**src/rtl/core/phr_pkg.sv**
```systemverilog
`timescale 1ns / 1ps
// ----------------------------------------------------------------------------
// phr_pkg
// Shared types, constants and hue helpers for the pixel hue replace block.
// ----------------------------------------------------------------------------
package phr_pkg;

    localparam int PIX_W   = 8;
    localparam int HUE_W   = 9;
    localparam int WGT_W   = 6;
    // ramp coefficient: weight (0..60) scaled by 2^COEF_SHIFT / 60
    localparam int COEF_SHIFT = 20;
    localparam int COEF_W     = 21;

    localparam logic [HUE_W-1:0] HUE_FULL_TURN  = 9'd360;
    localparam logic [HUE_W-1:0] HUE_THIRD_TURN = 9'd120;
    localparam logic [HUE_W-1:0] HUE_SIXTH_TURN = 9'd60;
    localparam logic [HUE_W-1:0] HUE_HALF_TURN  = 9'd180;
    localparam logic [HUE_W-1:0] HUE_RAMP_DOWN  = 9'd240;

    // ceil(2^20 / 60); exact floor division for products below 2^20 / 44
    localparam logic [COEF_W-1:0] COEF_RECIP = 21'd17477;

    typedef logic [PIX_W-1:0]  t_pix;
    typedef logic [HUE_W-1:0]  t_hue;
    typedef logic [COEF_W-1:0] t_coef;

    typedef struct packed {
        t_coef red;
        t_coef green;
        t_coef blue;
    } t_coef_set;

    // fold a hue below 2 * 360 back into 0..359
    function automatic t_hue hue_wrap(input logic [HUE_W:0] h);
        logic [HUE_W:0] folded;
        begin
            folded = (h >= {1'b0, HUE_FULL_TURN}) ? h - {1'b0, HUE_FULL_TURN} : h;
            return folded[HUE_W-1:0];
        end
    endfunction

    // piecewise ramp weight in sixtieths of the span
    function automatic logic [WGT_W-1:0] hue_weight(input t_hue t);
        t_hue w;
        begin
            if (t < HUE_SIXTH_TURN) begin
                w = t;
            end else if (t < HUE_HALF_TURN) begin
                w = HUE_SIXTH_TURN;
            end else if (t < HUE_RAMP_DOWN) begin
                w = HUE_RAMP_DOWN - t;
            end else begin
                w = '0;
            end
            return w[WGT_W-1:0];
        end
    endfunction

    function automatic t_coef hue_coef(input t_hue t);
        t_coef w;
        begin
            w = {{(COEF_W-WGT_W){1'b0}}, hue_weight(t)};
            return w * COEF_RECIP;
        end
    endfunction

    // full coefficient set for a raw register value (0..511)
    function automatic t_coef_set coefs_for(input t_hue raw);
        t_hue      h;
        t_coef_set c;
        begin
            h       = hue_wrap({1'b0, raw});
            c.red   = hue_coef(hue_wrap({1'b0, h} + {1'b0, HUE_THIRD_TURN}));
            c.green = hue_coef(h);
            c.blue  = hue_coef(hue_wrap({1'b0, h} + {1'b0, HUE_RAMP_DOWN}));
            return c;
        end
    endfunction

endpackage

```
**src/rtl/core/phr_cfg.sv**
```systemverilog
`timescale 1ns / 1ps
// ----------------------------------------------------------------------------
// phr_cfg
// Target hue register, held as per-channel ramp coefficients.
// ----------------------------------------------------------------------------
module phr_cfg (
    input  logic                i_clk,
    input  logic                i_rst_n,
    input  logic                i_cfg_wr_en,
    input  phr_pkg::t_hue       i_cfg_wr_data,
    output phr_pkg::t_coef_set  o_coefs
);
    import phr_pkg::*;

    t_coef_set r_coefs;
    t_coef_set n_coefs;

    always_comb begin
        n_coefs = r_coefs;
        if (i_cfg_wr_en) begin
            n_coefs = coefs_for(i_cfg_wr_data);
        end
    end

    always_ff @(posedge i_clk) begin
        if (!i_rst_n) begin
            r_coefs <= coefs_for('0);
        end else begin
            r_coefs <= n_coefs;
        end
    end

    assign o_coefs = r_coefs;

endmodule

```
**src/rtl/core/phr_chan.sv**
```systemverilog
`timescale 1ns / 1ps
// ----------------------------------------------------------------------------
// phr_chan
// One output channel: min plus the span scaled by the ramp coefficient.
// ----------------------------------------------------------------------------
module phr_chan (
    input  phr_pkg::t_pix  i_mx,
    input  phr_pkg::t_pix  i_mn,
    input  phr_pkg::t_coef i_coef,
    output phr_pkg::t_pix  o_pix
);
    import phr_pkg::*;

    logic [PIX_W+COEF_W-1:0] w_prod;
    t_pix                    w_span;
    t_pix                    w_step;

    assign w_span = i_mx - i_mn;
    assign w_prod = {{COEF_W{1'b0}}, w_span} * {{PIX_W{1'b0}}, i_coef};
    // never exceeds the span, so the top bit of the shifted product is zero
    assign w_step = w_prod[COEF_SHIFT+PIX_W-1:COEF_SHIFT];
    assign o_pix  = i_mn + w_step;

endmodule

```
**src/rtl/core/pixel_hue_replace.sv**
```systemverilog
`timescale 1ns / 1ps
// ----------------------------------------------------------------------------
// pixel_hue_replace
// Replaces the HSL hue of an RGB pixel, keeping saturation and lightness.
// ----------------------------------------------------------------------------
// Usage
//   Input channel: i_in_valid / o_in_stall with i_red_in, i_green_in,
//   i_blue_in. A transaction completes when valid is high and stall is low.
//   Output channel: o_out_valid / i_out_stall with the three result channels.
//   Every input transaction gives exactly one output transaction, in order.
//   Each pixel passes the input register, then the result register, which
//   drives the outputs. Throughput: one pixel per clock while the output
//   does not stall; the whole conversion is a max/min, a subtract, one
//   8x21 multiply and an add per channel.
//   A stall on the output holds the result register; the input register still
//   takes one more pixel, after which o_in_stall follows i_out_stall.
//   Configuration: i_cfg_wr_en writes i_cfg_wr_data as target hue in degrees
//   (values of 360 and up wrap). Write only while the pipe is empty.
//   Reset (synchronous, active low) empties both stages and sets hue to 0.
// ----------------------------------------------------------------------------
module pixel_hue_replace (
    input  logic           i_clk,
    input  logic           i_rst_n,
    input  logic           i_cfg_wr_en,
    input  phr_pkg::t_hue  i_cfg_wr_data,
    input  logic           i_in_valid,
    output logic           o_in_stall,
    input  phr_pkg::t_pix  i_red_in,
    input  phr_pkg::t_pix  i_green_in,
    input  phr_pkg::t_pix  i_blue_in,
    output logic           o_out_valid,
    input  logic           i_out_stall,
    output phr_pkg::t_pix  o_red_out,
    output phr_pkg::t_pix  o_green_out,
    output phr_pkg::t_pix  o_blue_out
);
    import phr_pkg::*;

    // per-channel ramp coefficients from the hue register
    t_coef_set w_coefs;

    // input stage
    logic r_s1_vld;
    t_pix r_s1_red, r_s1_green, r_s1_blue;
    // result stage
    logic r_s2_vld;
    t_pix r_s2_red, r_s2_green, r_s2_blue;

    logic w_s2_adv;   // result register can load
    logic w_s1_adv;   // input register can load
    t_pix w_mx, w_mn;
    t_pix w_red, w_green, w_blue;

    phr_cfg u_cfg (
        .i_clk         (i_clk),
        .i_rst_n       (i_rst_n),
        .i_cfg_wr_en   (i_cfg_wr_en),
        .i_cfg_wr_data (i_cfg_wr_data),
        .o_coefs       (w_coefs)
    );

    // pipeline flow control: a stage loads when it is empty or drains
    assign w_s2_adv   = !r_s2_vld || !i_out_stall;
    assign w_s1_adv   = !r_s1_vld || w_s2_adv;
    assign o_in_stall = !w_s1_adv;

    // largest and smallest channel of the registered pixel
    always_comb begin
        w_mx = r_s1_red;
        w_mn = r_s1_red;
        if (r_s1_green > w_mx) w_mx = r_s1_green;
        if (r_s1_blue  > w_mx) w_mx = r_s1_blue;
        if (r_s1_green < w_mn) w_mn = r_s1_green;
        if (r_s1_blue  < w_mn) w_mn = r_s1_blue;
    end

    // a gray pixel has zero span, so each channel comes out as min = input
    phr_chan u_chan_red (
        .i_mx (w_mx), .i_mn (w_mn), .i_coef (w_coefs.red),   .o_pix (w_red)
    );
    phr_chan u_chan_green (
        .i_mx (w_mx), .i_mn (w_mn), .i_coef (w_coefs.green), .o_pix (w_green)
    );
    phr_chan u_chan_blue (
        .i_mx (w_mx), .i_mn (w_mn), .i_coef (w_coefs.blue),  .o_pix (w_blue)
    );

    // control
    always_ff @(posedge i_clk) begin
        if (!i_rst_n) begin
            r_s1_vld <= 1'b0;
            r_s2_vld <= 1'b0;
        end else begin
            if (w_s1_adv) begin
                r_s1_vld <= i_in_valid;
            end
            if (w_s2_adv) begin
                r_s2_vld <= r_s1_vld;
            end
        end
    end

    // payload
    always_ff @(posedge i_clk) begin
        if (w_s1_adv && i_in_valid) begin
            r_s1_red   <= i_red_in;
            r_s1_green <= i_green_in;
            r_s1_blue  <= i_blue_in;
        end
        if (w_s2_adv && r_s1_vld) begin
            r_s2_red   <= w_red;
            r_s2_green <= w_green;
            r_s2_blue  <= w_blue;
        end
    end

    assign o_out_valid = r_s2_vld;
    assign o_red_out   = r_s2_red;
    assign o_green_out = r_s2_green;
    assign o_blue_out  = r_s2_blue;

`ifndef SYNTHESIS
    // both stages full and output stalled: no room for another pixel
    a_full_stalls: assert property (@(posedge i_clk) disable iff (!i_rst_n)
        (r_s1_vld && r_s2_vld && i_out_stall) |-> o_in_stall)
        else $error("input taken while pipe is full");

    // a pixel in the input stage moves to the output when the output frees
    a_s1_moves: assert property (@(posedge i_clk) disable iff (!i_rst_n)
        (r_s1_vld && w_s2_adv) |=> o_out_valid)
        else $error("pixel lost between stages");

    // gray pixels pass through unchanged
    a_gray_pass: assert property (@(posedge i_clk) disable iff (!i_rst_n)
        (r_s1_vld && w_s2_adv && r_s1_red == r_s1_green && r_s1_green == r_s1_blue)
        |=> (o_red_out == $past(r_s1_red) && o_green_out == $past(r_s1_green)
             && o_blue_out == $past(r_s1_blue)))
        else $error("gray pixel altered");

    // reset empties the result stage
    a_reset_empty: assert property (@(posedge i_clk)
        !i_rst_n |=> !o_out_valid)
        else $error("output valid after reset");
`endif

endmodule

```
**config.mk**
```make
export PLATFORM = sky130hd
export DESIGN_NAME = pixel_hue_replace
export DESIGN_NICKNAME = d
export VERILOG_FILES = /design/src/rtl/core/phr_pkg.sv /design/src/rtl/core/phr_cfg.sv /design/src/rtl/core/phr_chan.sv /design/src/rtl/core/pixel_hue_replace.sv
export SDC_FILE = /design/constraint.sdc
export NUM_CORES = 1
export LEC_CHECK = 0
export ABC_AREA = 1
export BUFFER_PORTS_ARGS = -buffer_cell sky130_fd_sc_hd__buf_2
export CORE_ASPECT_RATIO = 0.5
export CORE_MARGIN = 4
export CORE_UTILIZATION = 60
export DETAILED_ROUTE_END_ITERATION = 12
export MAX_ROUTING_LAYER = met4
export PLACE_DENSITY = 0.77
export SYNTH_ARGS = -nofsm -noshare
export SYNTH_HDL_FRONTEND = slang
export SYNTH_SLANG_ARGS = --single-unit
export TNS_END_PERCENT = 10
```
**constraint.sdc**
```tcl
create_clock -name i_clk -period 22.5 [get_ports i_clk]
set_clock_uncertainty 0.15 [all_clocks]
set_input_delay 1.125 -clock i_clk [delete_from_list [all_inputs] [get_ports i_clk]]
set_output_delay 1.125 -clock i_clk [all_outputs]
set_load 0.01 [all_outputs]
```
# After elaboration in Yosys (flattened, before gate mapping)
# Index checks and enable logic that the tools add are counted.
dict set report classes {
  magnitude_cmp 16
  n_reduce_logical 8
  mux 19
  addsub 12
  mul 6
}
# cell count
set ops {}
lappend ops {{$mul 8x21->28} 3}
lappend ops {{$mux 6} 12}
lappend ops {{$mul 6x15->21 const B} 3}
lappend ops {{$lt 9x8->1 const B} 6}
lappend ops {{$mux 8} 4}
lappend ops {{$lt 9x6->1 const B} 3}
lappend ops {{$mux 9} 3}
lappend ops {{$sub 9x9->9 const B} 3}
lappend ops {{$add 8x8->8} 3}
lappend ops {{$ge 10x9->1 const B} 2}
lappend ops {{$sub 6x6->6 const A} 3}
lappend ops {{$gt 8x8->1} 2}
lappend ops {{$lt 8x8->1} 2}
lappend ops {{$add 9x7->10 const B} 1}
lappend ops {{$add 9x8->10 const B} 1}
lappend ops {{$ge 9x9->1 const B} 1}
lappend ops {{$sub 8x8->8} 1}
lappend ops {{$logic_not 1->1} 4}
lappend ops {{$logic_and 1x1->1} 2}
lappend ops {{$logic_or 1x1->1} 2}
dict set report totals {
  ff_bits 113
}

# Depth between registers and ports, before layout
# Gate-level depths: netlist of the first run.
dict set report depth {
  ltp_word 11
  depth_mapped 71
  depth_no_buf 68
}

# Modules after synthesis
# A second synthesis of the first run with hierarchy kept.
dict set report hier_totals {
  hier_cells 3429
  hier_area_um2 25080.3
}
# mod area_per_inst_um2 cells_per_inst seq_area_each_um2 instances
set modules_own_cells {}
lappend modules_own_cells {{phr_chan (u_chan_blue)} 5779.3 807 0.0 1}
lappend modules_own_cells {{phr_chan (u_chan_green)} 5706.7 787 0.0 1}
lappend modules_own_cells {{phr_chan (u_chan_red)} 5565.3 762 0.0 1}
lappend modules_own_cells {phr_cfg 5534.1 843 1261.2 1}
lappend modules_own_cells {pixel_hue_replace 2494.9 230 1481.4 1}

# Worst setup path before layout of the first run
# OpenSTA, ideal clock, no wires.
dict set report synth_path {
  path_type {register to register}
  startpoint {register r_s1_green[3]}
  endpoint {register r_s2_red[7] (netlist: o_red_out[7]) (data pin)}
  arrival_ps 10089
  setup_slack_ps 11999
  stages_incl_launch_ff 64
  cell_sequence {edfxtp_1 -> ha_1 -> nand2_1 -> o21ai_0 -> a21o_1 -> clkbuf_1 -> nand2_1 -> o21ai_0 -> ha_1 -> a21oi_1 -> nor2_1 -> a211oi_1 -> nand2_1 -> inv_1 -> clkbuf_1 -> nand2_1 -> o21ai_0 -> inv_1 -> [... 28 more ...] -> nor2_1 -> o211ai_1 -> a21o_1 -> nand2_1 -> inv_1 -> nor2_1 -> xnor2_1 -> ha_1 -> a21oi_1 -> nand2_1 -> a21oi_1 -> o21bai_1 -> nand2_1 -> nand2_1 -> a21oi_1 -> xor2_1 -> xor2_1 -> xor2_1}
}
dict set report synth_via {
  elab_chain_cells 7
  elab_cells_between_ends 11
  classes_between {add/sub (2); mul (1); order compare (4); mux (4)}
}
# element line
set synth_rtl {}
lappend synth_rtl {{start, declared} pixel_hue_replace.sv:44} ;# t_pix r_s1_red, r_s1_green, r_s1_blue;
lappend synth_rtl {{start signal, assigned} pixel_hue_replace.sv:107} ;# r_s1_green <= i_green_in;
lappend synth_rtl {{$gt 8x8->1 or $lt 8x8->1 (tied branches)} {pixel_hue_replace.sv:71, pixel_hue_replace.sv:73}}
lappend synth_rtl {{$mux 8, on equally long branches} {pixel_hue_replace.sv:71, pixel_hue_replace.sv:73}}
lappend synth_rtl {{$gt 8x8->1 or $lt 8x8->1 (tied branches)} {pixel_hue_replace.sv:72, pixel_hue_replace.sv:74}}
lappend synth_rtl {{$mux 8, on equally long branches} {pixel_hue_replace.sv:72, pixel_hue_replace.sv:74}}
lappend synth_rtl {{$sub 8x8->8} phr_chan.sv:18} ;# assign w_span = i_mx - i_mn;
lappend synth_rtl {{$mul 8x21->28} phr_chan.sv:19} ;# assign w_prod = {{COEF_W{1'b0}}, w_span} * {{PIX_W{1'b0}}, i_coef};
lappend synth_rtl {{$add 8x8->8 (*)} phr_chan.sv:22} ;# assign o_pix = i_mn + w_step;
lappend synth_rtl {{net u_chan_red.o_pix[7]} phr_chan.sv:10} ;# output phr_pkg::t_pix o_pix
lappend synth_rtl {{end signal, assigned} pixel_hue_replace.sv:111} ;# r_s2_red <= w_red;
lappend synth_rtl {{end, declared} pixel_hue_replace.sv:47} ;# t_pix r_s2_red, r_s2_green, r_s2_blue;
# Mark *: on every way through the listed nets, which the timed path passes. The rest lies on a longest branch.
# A chain may end at the register's enable or synchronous reset.

# Final worst setup path of the first run
dict set report layout_path {
  startpoint {register r_s1_green[5]}
  endpoint {register r_s2_green[7] (netlist: o_green_out[7]) (data pin)}
}
dict set report layout_via {
  elab_chain_cells 7
  elab_cells_between_ends 11
  classes_between {add/sub (2); mul (1); order compare (4); mux (4)}
}
# element line
set layout_rtl {}
lappend layout_rtl {{$gt 8x8->1 or $lt 8x8->1 (tied branches)} {pixel_hue_replace.sv:71, pixel_hue_replace.sv:73}}
lappend layout_rtl {{$mux 8, on equally long branches} {pixel_hue_replace.sv:71, pixel_hue_replace.sv:73}}
lappend layout_rtl {{$gt 8x8->1 or $lt 8x8->1 (tied branches)} {pixel_hue_replace.sv:72, pixel_hue_replace.sv:74}}
lappend layout_rtl {{$mux 8, on equally long branches} {pixel_hue_replace.sv:72, pixel_hue_replace.sv:74}}
lappend layout_rtl {{$sub 8x8->8} phr_chan.sv:18}
lappend layout_rtl {{$mul 8x21->28} phr_chan.sv:19}
lappend layout_rtl {{$add 8x8->8 (*)} phr_chan.sv:22}
lappend layout_rtl {{net u_chan_green.o_pix[7]} phr_chan.sv:10}
lappend layout_rtl {{end signal, assigned} pixel_hue_replace.sv:112} ;# r_s2_green <= w_green;
lappend layout_rtl {{end, declared} pixel_hue_replace.sv:47}
# Marked as above.

==> impl_metrics.json, run 1 <==
{
  "place.gp.congestion": 0.994,
  "synth_fp_nets": 3537,
  "grtUsageTotal_pct": 29.7,
  "dp_hpwl_mm": 44.1,
  "grt_max_degree": 74,
  "async_flop_share_pct": 0,
  "cts_hold_buffers": 0,
  "synth_edf_count": 48,
  "crit_arrival_ns": 13.02,
  "top_layer_used": "met4",
  "die_w_um": 282,
  "antenna_found_initial": 1,
  "cts.path.max_buffers": 2,
  "wl_met2_mm": 24.5,
  "die_y_um": 145,
  "synth_top_area_share_pct": 30.7,
  "layout_commonest_cell": "inv_1",
  "syn_to_final_growth_pct": 6.07,
  "drv_slew": 0,
  "crit_slowest_cell": "o21ai_0",
  "crit_type": "register to register",
  "fin_nets": 3551,
  "setup_viol": 0,
  "yosys_most_used_dff": "dfxtp_1",
  "insertion_delay_ns": 0.44,
  "cts_tree": "built",
  "firstDrtPassIters": 5,
  "initial_core_util_pct": 61.8,
  "drive_above_1_share_pct": 6.86,
  "routedWlPerCell_um": 16.5,
  "synth.distinct_cells": 53,
  "met3_length_mm": 5.97,
  "fin_tns_setup_ns": 0,
  "ys_warn_count": 0,
  "path_clk_slew_ns": 0.06,
  "cp_max_fo": 45,
  "cpPeakStageDelay_ns": 0.85,
  "yosys.area.top_type": "fa_1",
  "cts_inserted_buffers": 17,
  "synth_area_per_cell_um2": 7.78,
  "drv_cap": 0,
  "postPlaceCellArea_um2": 23300,
  "drc": 0,
  "max_freq_mhz": 77.1,
  "overflow": 0,
  "num_vias": 18800,
  "hold_viol": 0,
  "cts_root_buf": "clkbuf_16",
  "viasPerCell": 5.49,
  "cts_resized": 0,
  "ios": 64,
  "period_minus_slack_ns": 12.97,
  "relSlewSlack_pct": 21.1,
  "critPathTopFamily": "adder cells",
  "die_area_um2": 41000,
  "num_rows": 49,
  "grt_pass1_vias": 19000,
  "wirelength_mm": 56.4,
  "postRouteAntennaNets": 0,
  "cp-end-kind": "register",
  "tightestPinTransition_ns": 1.17,
  "m1WireLength_mm": 24.3,
  "cp_num_buf_inv": 10,
  "startpoint_type": "register",
  "coreArea_um2": 36500,
  "ys_ff_latch": 113,
  "synth_area_um2": 22600,
  "cts_setup_buffers": 0,
  "n_fill_cell": 3098,
  "fin_area_um2": 24000,
  "htree_levels": 4,
  "outcome": "completed",
  "grt_first_pass_wirelength_mm": 95.0,
  "drt-initial-drc-count": 1447,
  "fin_crit_sh_pct": 57.6,
  "ys_seq_area_share_pct": 12.1,
  "hp-class": "register to register",
  "layout_common_cells": "inv_1 (640), nand2_1 (450), nor2_1 (384)",
  "synth.area.top_cells": "fa_1 (31%), ha_1 (14%), inv_1 (11%)",
  "grt_setup_unrepaired": "false",
  "clock-sinks": 113,
  "portBuffers": 63,
  "synthCells": 2904,
  "critPathRequiredTime_ns": 22.55
}
==> routing by layer <==
metal  global-route usage (%)  vias to the layer above
li1                         -                     8897
met5                        -                        -
met2                     44.1                      687
met3                     8.70                      109
met4                     9.14                        0
met1                     39.6                     9068
==> tightest hold or removal path, delay by kind of cell (launching register included) <==
kind | cells | cell delay [ns]
compound gates | 1 | 0.06
flops | 1 | 0.32
simple gates | 1 | 0.08
==> final timing paths <==
check	start	end	slack (ns)	cells past startpoint
worst max-delay path	r_s1_green[5]	o_green_out[7]	9.53	56
worst min-delay path	o_out_valid	o_out_valid	0.35	2
worst max register to register	r_s1_green[5]	o_green_out[7]	9.53	56
worst min register to register	o_out_valid	o_out_valid	0.35	2
==> registers in the layout, summed over array words and instances, names as in the netlist <==
name / count
o_green_out: 8
r_s1_vld: 1
o_red_out: 8
r_s1_blue: 8
o_out_valid: 1
u_cfg.o_coefs: 63
o_blue_out: 8
r_s1_green: 8
r_s1_red: 8
==> cells by family after synthesis <==
family | Yosys count | share of synthesized area, %
buffers and inverters | 738 | 12.3
xor gates and xnor gates | 85 | 3.33
and+or+nand+nor | 1009 | 18.8
DFF | 113 | 12.1
adders and majority gates | 595 | 44.5
AOI/OAI and AO/OA | 364 | 8.91
==> Yosys cell counts, types with 4 or more instances <==
cell and number:
xnor2_1 21, fa_1 346, nand2_4 14, inv_1 641
xor2_1 63, nor3_1 11, o21ai_0 127, nor2_1 384
a31oi_1 8, o31ai_1 4, inv_2 12, a211oi_1 9
a22oi_1 7, a21o_1 6, or2_2 4, ha_1 249
o211ai_1 6, edfxtp_1 48, buf_1 23, o21bai_1 6
a21oi_1 169, nand3_1 75, nor2_4 5, nand3b_1 4
clkbuf_1 58, nand2_1 454, nand4_1 16, dfxtp_1 65
o21ai_1 5, nand2_2 31
==> stage by stage <==
step | std cells | utilization, % | hold slack [ns] | worst slack (ns)
2_1_floorplan | 2904 | - | 0.307 | 12.00
3_5_place_dp | 3383 | 63.8 | 0.349 | 9.93
4_1_cts | 3415 | 65.5 | 0.358 | 9.76
3_3_place_gp | 3383 | 63.8 | 0.339 | 10.31
6_report | 3416 | 65.6 | 0.353 | 9.53
5_1_grt | 3416 | 65.6 | 0.399 | 8.70
==> final cells by class <==
class                      instances  area (µm²)  area share (%)
clock buffer                      17         425            1.78
clock inverter                    15         209           0.872
antenna                            1        2.50          0.0104
multi-input combinational       2053       17100            71.3
sequential                       113        2740            11.5
timing repair buffer              78         428            1.79
inverter                         655        2460            10.3
tap                              484         606            2.53
Power of run 1 is not shown: default switching activity piles up to over one toggle a cycle in this logic, so the estimate is an artifact.
==> inputs of run 2 (changes only) <==
==> constraint.sdc (replaced) <==
create_clock -name i_clk -period 12.7 [get_ports i_clk]
set_clock_uncertainty 0.15 [all_clocks]
set_input_delay 0.635 -clock i_clk [delete_from_list [all_inputs] [get_ports i_clk]]
set_output_delay 0.635 -clock i_clk [all_outputs]
set_load 0.01 [all_outputs]
==> impl_metrics.json, run 2 (synthesis results as in run 1) <==
{
  "die_area_um2": 41000,
  "multiInputGateArea_um2": 17100,
  "r2r_start": "r_s1_green[1]",
  "cts.path.max_buffers": 2,
  "grt_pass1_vias": 19000,
  "portBuffers": 63,
  "reg2reg_setup_slack_ns": 0.80,
  "postRouteAntennaNets": 0,
  "whs_path_depth": 1,
  "die_y_um": 145,
  "outcome": "completed",
  "drv_cap": 0,
  "period_minus_slack_ns": 11.90,
  "cts_hold_buffers": 0,
  "tightestPinTransition_ns": 1.14,
  "cts_resized": 0,
  "fin_tns_setup_ns": 0,
  "setup_viol": 0,
  "drt-initial-drc-count": 1568,
  "reg2reg_depth": 60,
  "grt_setup_unrepaired": "false",
  "die_w_um": 282,
  "num_rows": 49,
  "num_vias": 18900,
  "crit_arrival_ns": 11.94,
  "clock-sinks": 113,
  "viasPerCell": 5.53,
  "overflow": 0,
  "initial_core_util_pct": 61.8,
  "cp_max_fo": 17,
  "holdPathEnd": "r_s1_red[3]",
  "crit_slowest_cell": "fa_1",
  "cts_tree": "built",
  "r2r-end": "o_red_out[7]",
  "drv_slew": 0,
  "fin_nets": 3564,
  "cp-end-kind": "register",
  "fin_crit_sh_pct": 93.7,
  "syn_to_final_growth_pct": 6.53,
  "path_clk_slew_ns": 0.07,
  "layout_common_cells": "inv_1 (639), nand2_1 (449), nor2_1 (384)",
  "ios": 64,
  "max_freq_mhz": 84.0,
  "grt_max_degree": 65,
  "grtUsageTotal_pct": 29.7,
  "antenna_found_initial": 1,
  "hold_viol": 0,
  "cts_inserted_buffers": 17,
  "relSlewSlack_pct": 23.3,
  "cp_common_cell": "nand2_1",
  "register_area_um2": 2740,
  "critPathRequiredTime_ns": 12.74,
  "drive_above_1_share_pct": 7.40,
  "layout_commonest_cell": "inv_1",
  "insertion_delay_ns": 0.44,
  "wirelength_mm": 57.0,
  "hp-class": "primary input to register",
  "cpPeakStageDelay_ns": 0.55,
  "htree_levels": 4,
  "place.gp.congestion": 0.958,
  "cts_setup_buffers": 0,
  "startpoint_type": "register",
  "routedWlPerCell_um": 16.6,
  "firstDrtPassIters": 6,
  "n_fill_cell": 3108,
  "drc": 0,
  "largest_reg_flops": 63,
  "holdCritStartpoint": "i_red_in[3]",
  "coreArea_um2": 36500,
  "cts_root_buf": "clkbuf_16",
  "dp_hpwl_mm": 45.8,
  "crit_type": "register to register",
  "grt_first_pass_wirelength_mm": 95.3
}
-- run 2: worst max-delay path by stage --
stage,from,end,slack (ns),depth (start not counted)
finish,r_s1_green[1],o_red_out[7],0.80,60
global route,r_s1_red[3],o_red_out[7],0.02,61
CTS,r_s1_green[1],o_red_out[7],0.44,59
detailed placement,r_s1_green[1],o_red_out[7],0.50,59
global placement,r_s1_green[3],o_red_out[7],0.77,60
floorplan,r_s1_green[3],o_red_out[7],2.20,63
-- run 2: critical path: cells and delay by family, from the launching register on --
family | cells | cell delay (ns)
AOI/OAI and AO/OA | 15 | 2.88
DFF | 1 | 0.41
buffers and inverters | 10 | 0.96
xor gates and xnor gates | 4 | 0.78
adders and majority gates | 9 | 3.72
and+or+nand+nor | 22 | 2.73
-- run 2: through the flow --
| stage | area, µm² | worst slack [ns] | util (%) | cells | hold WS (ns) |
|---|---|---|---|---|---|
| 2_1_floorplan | 22600 | 2.20 | - | 2904 | 0.307 |
| 6_report | 24100 | 0.799 | 65.8 | 3429 | 0.212 |
| 5_1_grt | 24100 | 0.0237 | 65.8 | 3429 | 0.199 |
| 3_5_place_dp | 23400 | 0.499 | 64.2 | 3396 | 0.350 |
| 4_1_cts | 24000 | 0.441 | 65.8 | 3428 | 0.198 |
| 3_3_place_gp | 23400 | 0.767 | 64.2 | 3396 | 0.341 |
-- run 2: cell type report --
type / count / area share [%]
multi-input cells: 2053 / 71.0
inverters: 655 / 10.2
clock inverters: 15 / 0.713
clock buffers: 17 / 1.77
flip-flops and latches: 113 / 11.4
well taps: 484 / 2.52
diodes: 1 / 0.0104
repair buffers: 91 / 2.34
-- run 2: layer usage --
layer  GRT usage, %  part of all wire [%]  up-vias
li1               -                     -     8915
met2           44.3                    44      793
met4           8.72                   2.6        0
met3           7.43                    11      121
met5              -                     0        -
met1           40.3                    43     9120
Power of run 2 is left out for the same reason.
==> inputs of run 3 (changes only) <==
--- a/config.mk
+++ b/config.mk
@@ -5,14 +5,13 @@
 export SDC_FILE = /design/constraint.sdc
 export NUM_CORES = 1
 export LEC_CHECK = 0
-export ABC_AREA = 1
 export BUFFER_PORTS_ARGS = -buffer_cell sky130_fd_sc_hd__buf_2
 export CORE_ASPECT_RATIO = 0.5
-export CORE_MARGIN = 4
-export CORE_UTILIZATION = 60
+export CORE_MARGIN = 2
+export CORE_UTILIZATION = 50
 export DETAILED_ROUTE_END_ITERATION = 12
 export MAX_ROUTING_LAYER = met4
-export PLACE_DENSITY = 0.77
+export PLACE_DENSITY = 0.66
 export SYNTH_ARGS = -nofsm -noshare
 export SYNTH_HDL_FRONTEND = slang
 export SYNTH_SLANG_ARGS = --single-unit
==> impl_metrics.json, run 3 <==
{
  "postPlaceCellArea_um2": 24100,
  "synth_edf_count": 48,
  "crit_slowest_cell": "fa_1",
  "ys_ff_latch": 113,
  "drive_above_1_share_pct": 7.70,
  "viasPerCell": 5.45,
  "grt_first_pass_wirelength_mm": 92.7,
  "path_clk_slew_ns": 0.07,
  "fin_tns_setup_ns": 0,
  "grtUsageTotal_pct": 25.2,
  "synthCells": 2551,
  "postRouteAntennaNets": 0,
  "drv_slew": 0,
  "fin_nets": 3203,
  "place.gp.congestion": 0.898,
  "firstDrtPassIters": 5,
  "die_area_um2": 47900,
  "multiInputGateArea_um2": 18500,
  "synth_area_um2": 23000,
  "layout_commonest_cell": "inv_1",
  "routedWlPerCell_um": 17.5,
  "synth_area_per_cell_um2": 9.03,
  "die_w_um": 308,
  "setup_viol": 0,
  "wirelength_mm": 55.6,
  "cp_max_fo": 63,
  "cpPeakStageDelay_ns": 0.54,
  "hp-class": "primary input to register",
  "register_area_um2": 2740,
  "finalWorstSetupSlack_ns": 0.781,
  "coreArea_um2": 45300,
  "cts_tree": "built",
  "yosys_most_used_dff": "dfxtp_1",
  "clock-sinks": 113,
  "period_minus_slack_ns": 11.92,
  "drt-initial-drc-count": 1037,
  "insertion_delay_ns": 0.45,
  "synth.area.top_cells": "fa_1 (30%), ha_1 (14%), and2_1 (8.9%)",
  "ys_seq_area_share_pct": 11.9,
  "crit_type": "register to register",
  "layout_common_cells": "inv_1 (426), fa_1 (345), and2_1 (329)",
  "ios": 64,
  "cts.path.max_buffers": 2,
  "cp_common_cell": "ha_1",
  "drv_cap": 0,
  "cts_root_buf": "clkbuf_16",
  "grt_pass1_vias": 18000,
  "synth_fp_nets": 3184,
  "num_rows": 55,
  "synth_top_area_share_pct": 30.1,
  "synth.most_common_cell": "inv_1",
  "die_y_um": 156,
  "synth.distinct_cells": 94,
  "num_vias": 17300,
  "yosys.area.top_type": "fa_1",
  "cts_hold_buffers": 0,
  "crit_arrival_ns": 11.97,
  "critPathRequiredTime_ns": 12.75,
  "dp_hpwl_mm": 43.2,
  "synth_common_cells": "inv_1 (426), fa_1 (346), and2_1 (329)",
  "startpoint_type": "register",
  "grt_setup_unrepaired": "true",
  "outcome": "completed",
  "drc": 0,
  "fin_crit_sh_pct": 93.9,
  "portBuffers": 63,
  "htree_levels": 4,
  "hold_viol": 0,
  "tightestPinTransition_ns": 1.10,
  "ys_warn_count": 0,
  "fin_area_um2": 24800,
  "insertedDiodeCount": 0,
  "async_flop_share_pct": 0,
  "syn_to_final_growth_pct": 7.68,
  "cp-end-kind": "register",
  "largest_reg_flops": 63,
  "max_freq_mhz": 83.9,
  "grt_max_degree": 68,
  "relSlewSlack_pct": 26.3,
  "pre_cts_ws_ns": 0.111,
  "initial_core_util_pct": 50.8,
  "cts_inserted_buffers": 17,
  "antenna_found_initial": 2,
  "n_fill_cell": 4097,
  "overflow": 0,
  "reg2reg_setup_slack_ns": 0.78
}
-- run 3: cell types whose count changed after synthesis, sizes merged, moves of 76 or more --
cell   previous run  this run
a21oi           171        95
and2              3       329
inv             654       430
nand2           499       167
nor2            391       116
o21ai           135        58
-- run 3: per-layer routing --
metal / global-route usage [%] / share of wire (%) / up-vias
met5: - / 0 / -
met4: 5.37 / 1.5 / 0
met3: 3.46 / 4.4 / 46
met2: 41.0 / 46 / 336
met1: 33.7 / 48 / 8696
li1: - / - / 8244
-- run 3: critical path: cells and delay by family, from the launching register on --
family | cells | cell delay [ns]
xor+xnor | 5 | 0.77
buf+inv | 5 | 0.64
flops | 1 | 0.43
simple gates | 7 | 0.85
mux | 2 | 0.51
compound gates | 24 | 4.40
fa+ha+maj | 10 | 3.85
-- run 3: cell families after synthesis --
logic type	after synthesis	synth area share (%)
AND/OR/NAND/NOR	806	18.8
adder cells (fa/ha/maj)	595	43.6
buffers and inverters	528	8.67
AO/OA/AOI/OAI	365	11.3
flip-flops	113	11.9
XOR/XNOR	94	3.57
multiplexers	50	2.19
-- run 3: worst paths after layout --
check | from | endpoint | cells past startpoint
setup / recovery | r_s1_green[1] | o_red_out[7] | 53
hold / removal | i_red_in[2] | r_s1_red[2] | 1
setup reg to reg | r_s1_green[1] | o_red_out[7] | 53
hold reg to reg | r_s1_vld | o_out_valid | 2
-- run 3: cell type report --
class | count | share of cell area (%)
clock buffers | 18 | 1.73
clock inverters | 14 | 0.721
inverters | 430 | 6.51
multi-input cells | 1912 | 74.6
flip-flops and latches | 113 | 11.1
well taps | 598 | 3.02
repair buffers | 96 | 2.41
-- run 3: what timing repair did --
action | 4_1_cts | 5_1_grt
resized for setup | 0 | 18
setup buffers | 0 | 4
setup endpoints to repair | 0 | 15
-- run 3: through the flow --
stage / std cells / util, % / hold WS [ns]
after detailed placement: 3143 / 53.0 / 0.341
after floorplan: 2551 / - / 0.294
after global placement: 3143 / 53.0 / 0.323
after global routing: 3181 / 54.7 / 0.186
after CTS: 3175 / 54.4 / 0.187
final: 3181 / 54.7 / 0.206
Power of run 3 is left out for the same reason.
